<file path="config.mk">
export PLATFORM = sky130hd
export DESIGN_NAME = padz_sqrt
export DESIGN_NICKNAME = d
export VERILOG_FILES = /design/src/sv/padz_sqrt.sv
export SDC_FILE = /design/constraint.sdc
export NUM_CORES = 1
export LEC_CHECK = 0
export ABC_AREA = 1
export BUFFER_PORTS_ARGS = -buffer_cell sky130_fd_sc_hd__buf_2
export CAP_MARGIN = 20
export CORE_UTILIZATION = 35
export DETAILED_ROUTE_END_ITERATION = 10
export PLACE_DENSITY = 0.54
export SLEW_MARGIN = 20
export SYNTH_ARGS = -nofsm -noshare
export SYNTH_HDL_FRONTEND = slang
export SYNTH_SLANG_ARGS = --single-unit
export TNS_END_PERCENT = 10
</file>
<file path="constraint.sdc">
create_clock -name clk -period 2.4 [get_ports clk]
set_input_delay 0.24 -clock clk [delete_from_list [all_inputs] [get_ports clk]]
set_output_delay 0.24 -clock clk [all_outputs]
set_load 0.01 [all_outputs]
</file>
<file path="src/sv/padz_sqrt.sv">
`timescale 1ns / 1ps
// Pipelined integer square root, one result bit per stage, with a side
// payload carried alongside. Standalone; stalls on a shared enable.
module padz_sqrt #(
	parameter int CW = 20,
	parameter int PW = 1
) (
	input  logic            clk,
	input  logic            arst_n,
	input  logic            en,
	input  logic            v_in,
	input  logic [2*CW-1:0] n_in,
	input  logic [PW-1:0]   pl_in,
	output logic            v_out,
	output logic [CW-1:0]   root_out,
	output logic [PW-1:0]   pl_out
);
	localparam int NW = 2 * CW;

	logic [NW-1:0] n_s  [CW];
	logic [NW-1:0] r_s  [CW];
	logic          v_s  [CW];
	logic [PW-1:0] pl_s [CW];

	for (genvar j = 0; j < CW; j++) begin : g_step
		localparam logic [NW-1:0] BIT = NW'(1) << (2 * (CW - 1 - j));
		logic [NW-1:0] n_i;
		logic [NW-1:0] r_i;
		logic [NW-1:0] t_i;
		logic          v_i;
		logic [PW-1:0] p_i;

		if (j == 0) begin : g_first
			assign n_i = n_in;
			assign r_i = '0;
			assign v_i = v_in;
			assign p_i = pl_in;
		end else begin : g_next
			assign n_i = n_s[j-1];
			assign r_i = r_s[j-1];
			assign v_i = v_s[j-1];
			assign p_i = pl_s[j-1];
		end

		assign t_i = r_i + BIT;

		always_ff @(posedge clk or negedge arst_n) begin
			if (!arst_n) begin
				v_s[j] <= 1'b0;
			end else if (en) begin
				v_s[j] <= v_i;
			end
		end

		always_ff @(posedge clk) begin
			if (en) begin
				pl_s[j] <= p_i;
				if (n_i >= t_i) begin
					n_s[j] <= n_i - t_i;
					r_s[j] <= (r_i >> 1) + BIT;
				end else begin
					n_s[j] <= n_i;
					r_s[j] <= r_i >> 1;
				end
			end
		end
	end

	assign v_out    = v_s[CW-1];
	assign root_out = r_s[CW-1][CW-1:0];
	assign pl_out   = pl_s[CW-1];

endmodule

</file>
==> impl.org <==
** Outcome
- Outcome :: completed

** Floorplanning
- Die area :: 162,000 µm²
- The initial utilization of the core area, before any placement, comes to 35.4%.
- The die is 403 µm tall.
- I/O pin count :: 67
- CORE AREA :: 159,000 µm²
- The floorplan has 146 rows.
- The floorplan step set the die width to 403 µm.

** STA
- Headroom to the max-slew limit came out at 38.7%.
- The final max-slew violation count was 0.
- Peak Freq :: 419 MHz
- After routing, the total negative slack on setup checks comes to 0 ns.
- The hold violation count in the final report was 0.
- For the pin with the worst max-slew slack, the measured transition is 0.917 ns.
- Clock skew on the completed layout was measured at 0.0935 ns.
- Subtracting the final worst setup slack from the clock period gives 2.39 ns.
- Worst-case setup margin in the final layout :: 0.0136 ns
- Final-report setup violation count :: 0
- Setup repair after global routing missed its margin :: yes
- Final worst path period share :: 99.4%

** Power
- Static leakage power :: 30.4 nW
- Total power for the finished layout comes to 55.3 mW.
- Power spread over the standard cell area amounts to 788 nW/µm².
- Highest ir drop seen on vdd :: 0.698 mV

** Critical path
- Worst r2r path cells :: 12
- Critical Path Source Type :: register
- Worst reg2reg path endpoint :: n_s[15][24]$_DFFE_PP_
- Critical Path End Type :: register
- For the worst setup path, the data required time is 2.85 ns.
- In this run the critical register-to-register path is launched from n_s[14][21]$_DFFE_PP_.
- Top fanout value on the critical path :: 12
- Data on the critical path arrives at its endpoint at 2.84 ns.
- WS Path Type :: register to register
- In this run the register-to-register setup slack is 0.01 ns.

** Min path
- In this run the most critical hold path is launched from n_in[17].
- Hold Path End :: n_s[0][17]$_DFFE_PP_
- In this run the worst hold path is classified as input port to register.
- Worst hold path depth :: 2

** Clocking
- TritonCTS clock tree :: built
- Clock transition at the register clock pins on the worst setup and hold paths after CTS :: 0.06 ns
- CTS built an H-tree with a depth of 3.
- Root buffer selected by CTS :: clkbuf_16
- Clock Latency Late Sink :: 0.78 ns
- Counting the buffers created by CTS gives 113.
- Counting along the longest clock path gives a buffer depth of 3.
- Clock tree sinks :: 1,010

** GRT
- All-layer global routing usage :: 20.3%
- First-pass GRT wire length :: 253 mm
- Entering global routing, the biggest net connects 122 pins.
- After global routing the overflow that remains totals 0.
- Number of global-route vias before repair :: 43,500
- Antenna violations before repair :: 0

** Detailed routing
- Average wire length per cell after detail routing :: 18.2 µm
- Summed over all layers, the routed wires come to 168 mm.
- Summing over every cut layer, the via total after detailed routing is 44,600.
- Length of the first detailed-routing pass in iterations :: 5
- Iteration-0 DRC Markers :: 3,097
- After detailed routing, the number of remaining DRC violations is 0.
- ANT nets after route :: 0
- In the routed layout, each cell is associated on average with a via count of 4.84.

** Logic synthesis
- Number of storage elements in the synthesis netlist :: 1,010
- In the synthesized netlist the dominant register cell turns out to be edfxtp_1.
- Cell type contributing the most total cell area after synthesis :: edfxtp_1
- After synthesis, the largest area contributor takes up 52.9% of total cell area.
- Per-instance average area after synthesis :: 9.04 µm²
- The Yosys step of the flow raised 0 warnings.
- Top cells by area, synth :: edfxtp_1 53%, nand2_1 11%, inv_1 6.3%
- Of the synthesized area, sequential elements account for 53.8%.
- By instance count, the leading cell after synthesis is nand2_1.
- Number of library cell types mapped by synthesis :: 67
- Most frequent cells after synthesis :: 1,625 x nand2_1, 990 x edfxtp_1, 944 x inv_1
- Synth Net Count :: 6,482
- After synthesis the cells add up to 56,100 µm².
- EDFF count, synth :: 990
- Post-synthesis instance total :: 6,210
- Of all flip-flops after synthesis, the portion carrying an async set or reset was 1.98%.

** Flow run
- Max-cap violations in this run came to 0.

** Final layout
- Cells with a size suffix above 1 make up 20.3% of the layout.
- Core utilization of the finished layout :: 44.2%
- In the final design database the tool counted 7,325 nets.
- Relative to the synthesized area, the layout overhead comes to 25.0%.
- Final instance count without filler cells :: 9,222
- The multi-input combinational cells in the finished layout cover a total of 23,600 µm².
- The filler cells instantiated in the layout total 15,300.
- FF+latch area :: 30,200 µm²

** Place
- Port buffer count :: 66
- In this run, placement finished with an instance count of 8,879.
- OpenSTA, run right after detailed placement, puts the worst setup slack at -0.620 ns.
- At the end of routability-driven placement, the weighted congestion stood at 0.943.
- HPWL after detailed placement :: 133 mm
## kinds of logic (layout without fill, tap and decap cells)
| logic type | after synthesis | in the layout | share of synthesized area [%] |
|---|---|---|---|
| buffers and inverters | 1039 | 1975 | 7.37 |
| other | 0 | 1 | 0 |
| DFF | 1010 | 1010 | 53.8 |
| and+or+nand+nor | 3197 | 3200 | 25.2 |
| xor gates and xnor gates | 203 | 203 | 3.18 |
| AOI/OAI and AO/OA | 534 | 534 | 5.38 |
| adders and majority gates | 227 | 227 | 5.06 |
## per-layer routing
layer	GRT usage [%]	vias to the layer above	part of all wire [%]
met5	0	-	0
met4	7.47	0	3.8
li1	-	22300	-
met1	26.7	21000	45
met3	2.54	268	4.4
met2	34.2	1065	47
## critical path: stages, from the launching register on
cell and delay, ns:
edfxtp_1 0.53, ha_4 0.36, nand2_1 0.11, nor2_4 0.17, nand2_1 0.11, nor2_1 0.15
a21oi_2 0.10, inv_2 0.07, nor2_4 0.04, buf_12 0.13, nand2_1 0.05, o21ai_0 0.13
buf_4 0.17
## final cells by class
type / instances / area share, %
inverters: 974 / 5.25
flip-flops and latches: 1010 / 43.1
well taps: 2072 / 3.69
multi-input cells: 4164 / 33.7
repair buffers: 790 / 8.85
diodes: 1 / 0.00357
clock buffers: 136 / 4.15
clock inverters: 75 / 1.32
## through the flow
step / cell area, µm² / hold WS [ns]
2_1_floorplan: 56100 / -0.0556
6_report: 70200 / 0.148
4_1_cts: 68000 / 0.0741
3_5_place_dp: 63400 / 0.223
5_1_grt: 70200 / 0.0883
3_3_place_gp: 63400 / 0.206
## power breakdown
group	switching [mW]	internal (mW)	total (mW)
Clock	7.50	10.3	17.8
Combinational	8.36	5.58	13.9
Sequential	1.71	21.9	23.6
## sequential cells by signal, indices dropped and copies added, names as in the netlist
signal,cells
n_s,760
r_s,210
pl_s,20
g_step.v_i,19
v_out,1
## placed cells by master, fill, tap and decap left out, drive strengths merged
cell | netlist | routed
a211oi | 4 | 4
a21boi | 10 | 10
a21o | 8 | 8
a21oi | 250 | 250
a31oi | 3 | 3
and2 | 9 | 9
and3 | 7 | 7
buf | 42 | 744
bufinv | 1 | 15
clkbuf | 23 | 137
clkinv | 2 | 52
clkinvlp | 0 | 7
dfrtp | 20 | 20
diode | 0 | 1
dlygate4sd3 | 0 | 45
edfxtp | 990 | 990
ha | 227 | 227
inv | 971 | 975
nand2 | 1671 | 1674
nand2b | 1 | 1
nand3 | 330 | 330
nand3b | 49 | 49
nand4 | 175 | 175
nor2 | 724 | 724
nor3 | 116 | 116
nor3b | 7 | 7
nor4 | 74 | 74
nor4b | 2 | 2
o211ai | 6 | 6
o21a | 5 | 5
o21ai | 231 | 231
o21bai | 15 | 15
o22ai | 1 | 1
o31ai | 1 | 1
or2 | 31 | 31
or3 | 1 | 1
xnor2 | 96 | 96
xor2 | 107 | 107
## timing repair
| action | in CTS | in global routing |
|---|---|---|
| setup endpoints to repair | 141 | 320 |
| setup buffers | 7 | 75 |
| endpoints found under the hold margin | 80 | 0 |
| cloned | 1 | 3 |
| gates resized for setup | 59 | 327 |
| pin swaps | 6 | 50 |
| hold buffers | 45 | 0 |
## worst max-delay path by stage
stage	startpoint	end	slack, ns	depth (start not counted)
after floorplan	en	n_s[17][0]$_DFFE_PP_	-0.29	3
after global placement	n_s[5][28]$_DFFE_PP_	n_s[6][26]$_DFFE_PP_	-0.65	11
after detailed placement	n_s[5][28]$_DFFE_PP_	n_s[6][26]$_DFFE_PP_	-0.62	11
after CTS	r_s[3][141]$_DFFE_PP_	n_s[16][21]$_DFFE_PP_	-0.08	10
after global routing	n_s[14][24]$_DFFE_PP_	n_s[15][24]$_DFFE_PP_	-0.10	12
final	n_s[14][21]$_DFFE_PP_	n_s[15][24]$_DFFE_PP_	0.01	12
Note: power is estimated with default switching activity, not from simulation.
