### src/sv/padz_pkg.sv
`timescale 1ns / 1ps
// Package for the angular dead-zone filter: constants, register codes,
// reset values and the CORDIC arctangent table. No dependencies.
package padz_pkg;

	localparam int TAG_W = 32;

	// configuration write channel
	localparam int CFG_IDX_W  = 4;
	localparam int CFG_DATA_W = 16;

	localparam logic [CFG_IDX_W-1:0] CFG_ZEN_LOW  = 4'd0;
	localparam logic [CFG_IDX_W-1:0] CFG_ZEN_HIGH = 4'd1;
	localparam logic [CFG_IDX_W-1:0] CFG_AZ_LOW   = 4'd2;
	localparam logic [CFG_IDX_W-1:0] CFG_AZ_HIGH  = 4'd3;

	localparam int ZEN_W = 15;
	localparam int AZ_W  = 16;

	localparam logic [ZEN_W-1:0]        ZEN_LOW_RST  = 15'd4000;
	localparam logic [ZEN_W-1:0]        ZEN_HIGH_RST = 15'd7000;
	localparam logic signed [AZ_W-1:0]  AZ_LOW_RST   = -16'sd1000;
	localparam logic signed [AZ_W-1:0]  AZ_HIGH_RST  = 16'sd1000;

	// angle arithmetic: 1/256 centidegree per LSB
	localparam int AW          = 25;
	localparam int CDEG_SH     = 8;
	localparam int CDW         = AW - CDEG_SH;
	localparam int PRESCALE_SH = 16;
	localparam int CORDIC_GUARD = 2;
	localparam int TAB_LEN     = 24;

	localparam logic signed [AW-1:0] ANG_90   = 25'sd2304000;
	localparam logic signed [AW-1:0] ANG_HALF = 25'sd128;

	localparam logic signed [AW-1:0] ATAN_TAB [TAB_LEN] = '{
		25'sd1152000, 25'sd680065, 25'sd359328, 25'sd182400,
		25'sd91554,   25'sd45822,  25'sd22916,  25'sd11459,
		25'sd5730,    25'sd2865,   25'sd1432,   25'sd716,
		25'sd358,     25'sd179,    25'sd90,     25'sd45,
		25'sd22,      25'sd11,     25'sd6,      25'sd3,
		25'sd1,       25'sd1,      25'sd0,      25'sd0
	};

endpackage

### src/sv/padz_cordic.sv
`timescale 1ns / 1ps
// Pipelined vectoring CORDIC giving atan2(b, a) in centidegrees, one
// rotation per stage after a quadrant stage. Depends on padz_pkg.
module padz_cordic #(
	parameter int IW  = 21,
	parameter int NST = 16,
	parameter int PW  = 1
) (
	input  logic                             clk,
	input  logic                             arst_n,
	input  logic                             en,
	input  logic                             v_in,
	input  logic signed [IW-1:0]             a_in,
	input  logic signed [IW-1:0]             b_in,
	input  logic [PW-1:0]                    pl_in,
	output logic                             v_out,
	output logic signed [padz_pkg::CDW-1:0]  cdeg_out,
	output logic [PW-1:0]                    pl_out
);
	localparam int PSH = padz_pkg::PRESCALE_SH;
	localparam int W   = IW + PSH + padz_pkg::CORDIC_GUARD;
	localparam int N   = (NST > padz_pkg::TAB_LEN) ? padz_pkg::TAB_LEN : NST;
	localparam int AW  = padz_pkg::AW;

	logic signed [W-1:0]  a_s   [N+1];
	logic signed [W-1:0]  b_s   [N+1];
	logic signed [AW-1:0] ang_s [N+1];
	logic                 v_s   [N+1];
	logic [PW-1:0]        pl_s  [N+1];

	logic signed [W-1:0]  a_w;
	logic signed [W-1:0]  b_w;
	logic signed [AW-1:0] ang_r;

	assign a_w = {{(W-IW-PSH){a_in[IW-1]}}, a_in, {PSH{1'b0}}};
	assign b_w = {{(W-IW-PSH){b_in[IW-1]}}, b_in, {PSH{1'b0}}};

	// quadrant stage: fold the left half plane onto the right
	always_ff @(posedge clk or negedge arst_n) begin
		if (!arst_n) begin
			v_s[0] <= 1'b0;
		end else if (en) begin
			v_s[0] <= v_in;
		end
	end

	always_ff @(posedge clk) begin
		if (en) begin
			pl_s[0] <= pl_in;
			if (a_w[W-1]) begin
				if (!b_w[W-1]) begin
					a_s[0]   <= b_w;
					b_s[0]   <= -a_w;
					ang_s[0] <= padz_pkg::ANG_90;
				end else begin
					a_s[0]   <= -b_w;
					b_s[0]   <= a_w;
					ang_s[0] <= -padz_pkg::ANG_90;
				end
			end else begin
				a_s[0]   <= a_w;
				b_s[0]   <= b_w;
				ang_s[0] <= '0;
			end
		end
	end

	for (genvar i = 0; i < N; i++) begin : g_rot
		always_ff @(posedge clk or negedge arst_n) begin
			if (!arst_n) begin
				v_s[i+1] <= 1'b0;
			end else if (en) begin
				v_s[i+1] <= v_s[i];
			end
		end

		always_ff @(posedge clk) begin
			if (en) begin
				pl_s[i+1] <= pl_s[i];
				if (!b_s[i][W-1]) begin
					a_s[i+1]   <= a_s[i] + (b_s[i] >>> i);
					b_s[i+1]   <= b_s[i] - (a_s[i] >>> i);
					ang_s[i+1] <= ang_s[i] + padz_pkg::ATAN_TAB[i];
				end else begin
					a_s[i+1]   <= a_s[i] - (b_s[i] >>> i);
					b_s[i+1]   <= b_s[i] + (a_s[i] >>> i);
					ang_s[i+1] <= ang_s[i] - padz_pkg::ATAN_TAB[i];
				end
			end
		end
	end

	// round to centidegrees
	assign ang_r    = ang_s[N] + padz_pkg::ANG_HALF;
	assign cdeg_out = ang_r[AW-1:padz_pkg::CDEG_SH];
	assign v_out    = v_s[N];
	assign pl_out   = pl_s[N];

endmodule
### config.mk
export PLATFORM = sky130hd
export DESIGN_NAME = padz_cordic
export DESIGN_NICKNAME = d
export VERILOG_FILES = /design/src/sv/padz_pkg.sv /design/src/sv/padz_cordic.sv
export SDC_FILE = /design/constraint.sdc
export NUM_CORES = 2
export LEC_CHECK = 0
export CORE_ASPECT_RATIO = 2
export CORE_MARGIN = 2
export CORE_UTILIZATION = 57
export CTS_BUF_LIST = sky130_fd_sc_hd__clkbuf_4
export DETAILED_ROUTE_END_ITERATION = 16
export DONT_BUFFER_PORTS = 1
export GPL_TIMING_DRIVEN = 0
export MAX_ROUTING_LAYER = met4
export PLACE_DENSITY_LB_ADDON = 0.2
export SLEW_MARGIN = 30
export SYNTH_ARGS = -nofsm -noshare
export SYNTH_HDL_FRONTEND = slang
export SYNTH_SLANG_ARGS = --single-unit
export TNS_END_PERCENT = 100
### constraint.sdc
create_clock -name clk -period 14.97 [get_ports clk]
set_input_delay 0.7485 -clock clk [delete_from_list [all_inputs] [get_ports clk]]
set_output_delay 0.7485 -clock clk [all_outputs]
set_load 0.05 [all_outputs]
==> flow_metrics.py <==
metrics = {
    "grt": {
        "grt_max_degree": 57,
        "grt_pass1_vias": 107100,
        "gr-usage-all-layers_pct": 40.48,
        "overflow": 0,
        "antenna_found_initial": 23,
        "grt_pass1_wl_um": 630000,
    },
    "yosys": {
        "ys_warn_count": 0,
        "ys_seq_elements": 1386,
        "synth_seq_area_share_pct": 34.73,
        "synth_cell_types": 111,
        "synth_edf_count": 1369,
        "synth_area_mm2": 0.1196,
        "syn_inst": 12660,
        "yosys_most_used_dff": "edfxtp_1",
        "ys_async_sr_fraction_pct": 1.227,
        "syn_avg_cell_area_um2": 9.443,
        "syn_nets": 14090,
    },
    "worst_hold_path": {
        "min_from": "en",
        "hold_depth": 1,
        "min_to": "pl_s[0][11]",
        "min_path_type": "in -> reg",
    },
    "timing": {
        "setup_viol": 0,
        "fin_crit_ns": 8.483,
        "fmax_mhz": 117.9,
        "drv_slew": 0,
        "rsz0062_at_grt": "no",
        "final.setup_skew_ns": 0.1096,
        "finalCritPeriodShare_pct": 56.67,
        "hold_viol": 2,
        "worst_pin_slew_ns": 1.196,
        "hold_slack_ns": -0.006572,
        "relSlewSlack_pct": 19.97,
        "finalSetupTns_ns": 0,
    },
    "routing": {
        "highest_layer": "met4",
        "drc": 0,
        "wl_met1_um": 113800,
        "drtIter0Drc": 6155,
        "vias": 103100,
        "postRouteAntennaNets": 0,
        "wl_met3_um": 21420,
        "dr_wl_met2_um": 225600,
        "first_pass_iters": 7,
        "vias_per_cell": 6.387,
        "wirelength_um": 424900,
        "wl_per_cell_um": 26.32,
    },
    "worst_setup_path": {
        "required_ns": 15.92,
        "setup.worst_path.start_class": "primary input",
        "end_kind": "flip-flop",
        "critPathMaxFanout": 11,
        "r2r.worst_path.cells": 18,
        "reg2reg_slack_ns": 6.87,
        "crit_arrival_ns": 9.43,
        "worstReg2RegStart": "b_s[11][38]",
        "r2r-end": "b_s[12][36]",
        "crit_type": "in -> reg",
    },
    "floorplanning": {
        "die-area_mm2": 0.2137,
        "die_y_um": 651.8,
        "io_pins": 66,
        "chipWidth_um": 327.9,
        "initial_utilization_pct": 57.37,
        "coreArea_mm2": 0.2085,
        "rows": 237,
    },
    "final_layout": {
        "syn2layout_area_growth_pct": 8.450,
        "fin_nets": 14540,
        "final_common_cell": "edfxtp_1",
        "most-common-layout-cells": "edfxtp_1 (1,369), ha_1 (1,342), a21oi_1 (1,245)",
        "drive_gt1_share_pct": 6.344,
        "fin_util_pct": 62.21,
        "stdcell_count": 16150,
    },
    "cts": {
        "cts_sinks": 1386,
        "clockRootBuffer": "clkbuf_4",
        "clock_latency_ns": 1.32,
        "cts_tree": "yes",
        "clk_pin_slew_worst_paths_ns": 0.09,
        "cts_buffers": 334,
        "cts_buffer_depth": 4,
        "htreeDepth": 5,
    },
    "placement": {
        "dp_hpwl_um": 340200,
        "dp.cells": 15450,
        "place_congestion": 1.151,
        "portBuffers": 0,
    },
    "run_status": {
        "violations": "negative hold slack",
        "outcome": "finished with violations",
    },
    "run": {
        "cap_violations": 0,
    },
}
[flip-flops by register name, summed over array words and instances, names as in the netlist]
register	count
v_out	1
ang_s	355
v_s	16
pl_s	17
a_s	493
b_s	504
[timing repair]
item | 4_1_cts | 5_1_grt
setup buffers | 0 | 0
hold buffers | 70 | 0
resized for setup | 0 | 0
setup endpoints to repair | 0 | 0
hold endpoints to repair | 85 | 0
[stage by stage]
step	instance area [µm²]	worst slack, ns	hold WS [ns]
after detailed placement	124300	5.591	0.4054
after global placement	123000	3.996	0.4003
final	129700	6.487	-0.006572
after floorplan	119600	9.631	0.4003
after CTS	129500	6.932	0.005756
after global routing	129700	6.851	-0.01285
[Yosys cell counts (all sizes together) (102+ instances only)]
master / n / area, µm²
nand4: 118 / 744.5
ha: 1342 / 16790
clkbuf: 238 / 894.6
nand2b: 217 / 1358
edfxtp: 1369 / 41110
a31oi: 102 / 659.4
o21ai: 746 / 3745
xnor2: 1188 / 10400
o21bai: 159 / 1201
a21o: 572 / 4295
nor2: 1051 / 3945
and3: 119 / 744.5
nor3: 309 / 1562
inv: 514 / 1929
nand2: 759 / 2859
o21a: 188 / 1413
xor2: 668 / 5851
o31ai: 166 / 1260
a21oi: 1253 / 6297
nor2b: 173 / 1082
nor4: 106 / 705.7
nand3: 215 / 1076
[cells by family after synthesis]
| kind of cell | Yosys count | synth area share, % |
|---|---|---|
| compound gates | 3759 | 19.97 |
| flops | 1386 | 34.73 |
| mux | 78 | 0.6947 |
| xor+xnor | 1856 | 13.59 |
| simple gates | 3427 | 13.90 |
| buf+inv | 780 | 2.462 |
| fa+ha+maj | 1378 | 14.64 |
[cell type report]
cell class	count	area, µm²
flip-flops and latches	1386	41530
diodes	31	77.57
inverters	516	1937
clock buffers	438	3288
well taps	2748	3438
repair buffers	114	1709
multi-input cells	10500	75380
plain buffers	264	1119
fillers	17610	78770
clock inverters	150	1204
[routing by layer]
metal	GRT usage, %	vias up
met3	8.732	2634
met1	28.26	48480
met5	-	-
met2	74.08	4048
met4	49.52	0
li1	-	47950
[worst max-delay path by stage]
stage	slack, ns	end	cells after the start	startpoint
floorplan	9.63	b_s[9][36]	21	en
global placement	4.00	b_s[12][37]	19	en
detailed placement	5.59	b_s[12][36]	22	en
CTS	6.93	b_s[12][36]	22	en
global route	6.85	b_s[12][36]	22	en
finish	6.49	b_s[12][36]	22	en
[worst max-delay path, cell delays in order]
cell and delay [ns]:
buf_4 0.25, buf_4 0.50, clkbuf_2 0.58, buf_16 0.23, nand2_1 0.50, clkinv_1 0.42
clkbuf_1 0.56, nor2_1 0.11, xor2_1 0.82, ha_1 0.42, a21o_1 0.21, a21oi_1 0.27
o21ai_0 0.15, a21oi_1 0.44, a311oi_1 0.30, or2_1 0.34, o21a_1 0.27, a221oi_2 0.51
o221ai_1 0.27, nor3b_1 0.23, o41a_1 0.38, xor2_1 0.84
Power is left out: the tool's default activity adds up to more than one toggle a clock period on the data nets, which glitch-free logic cannot reach.
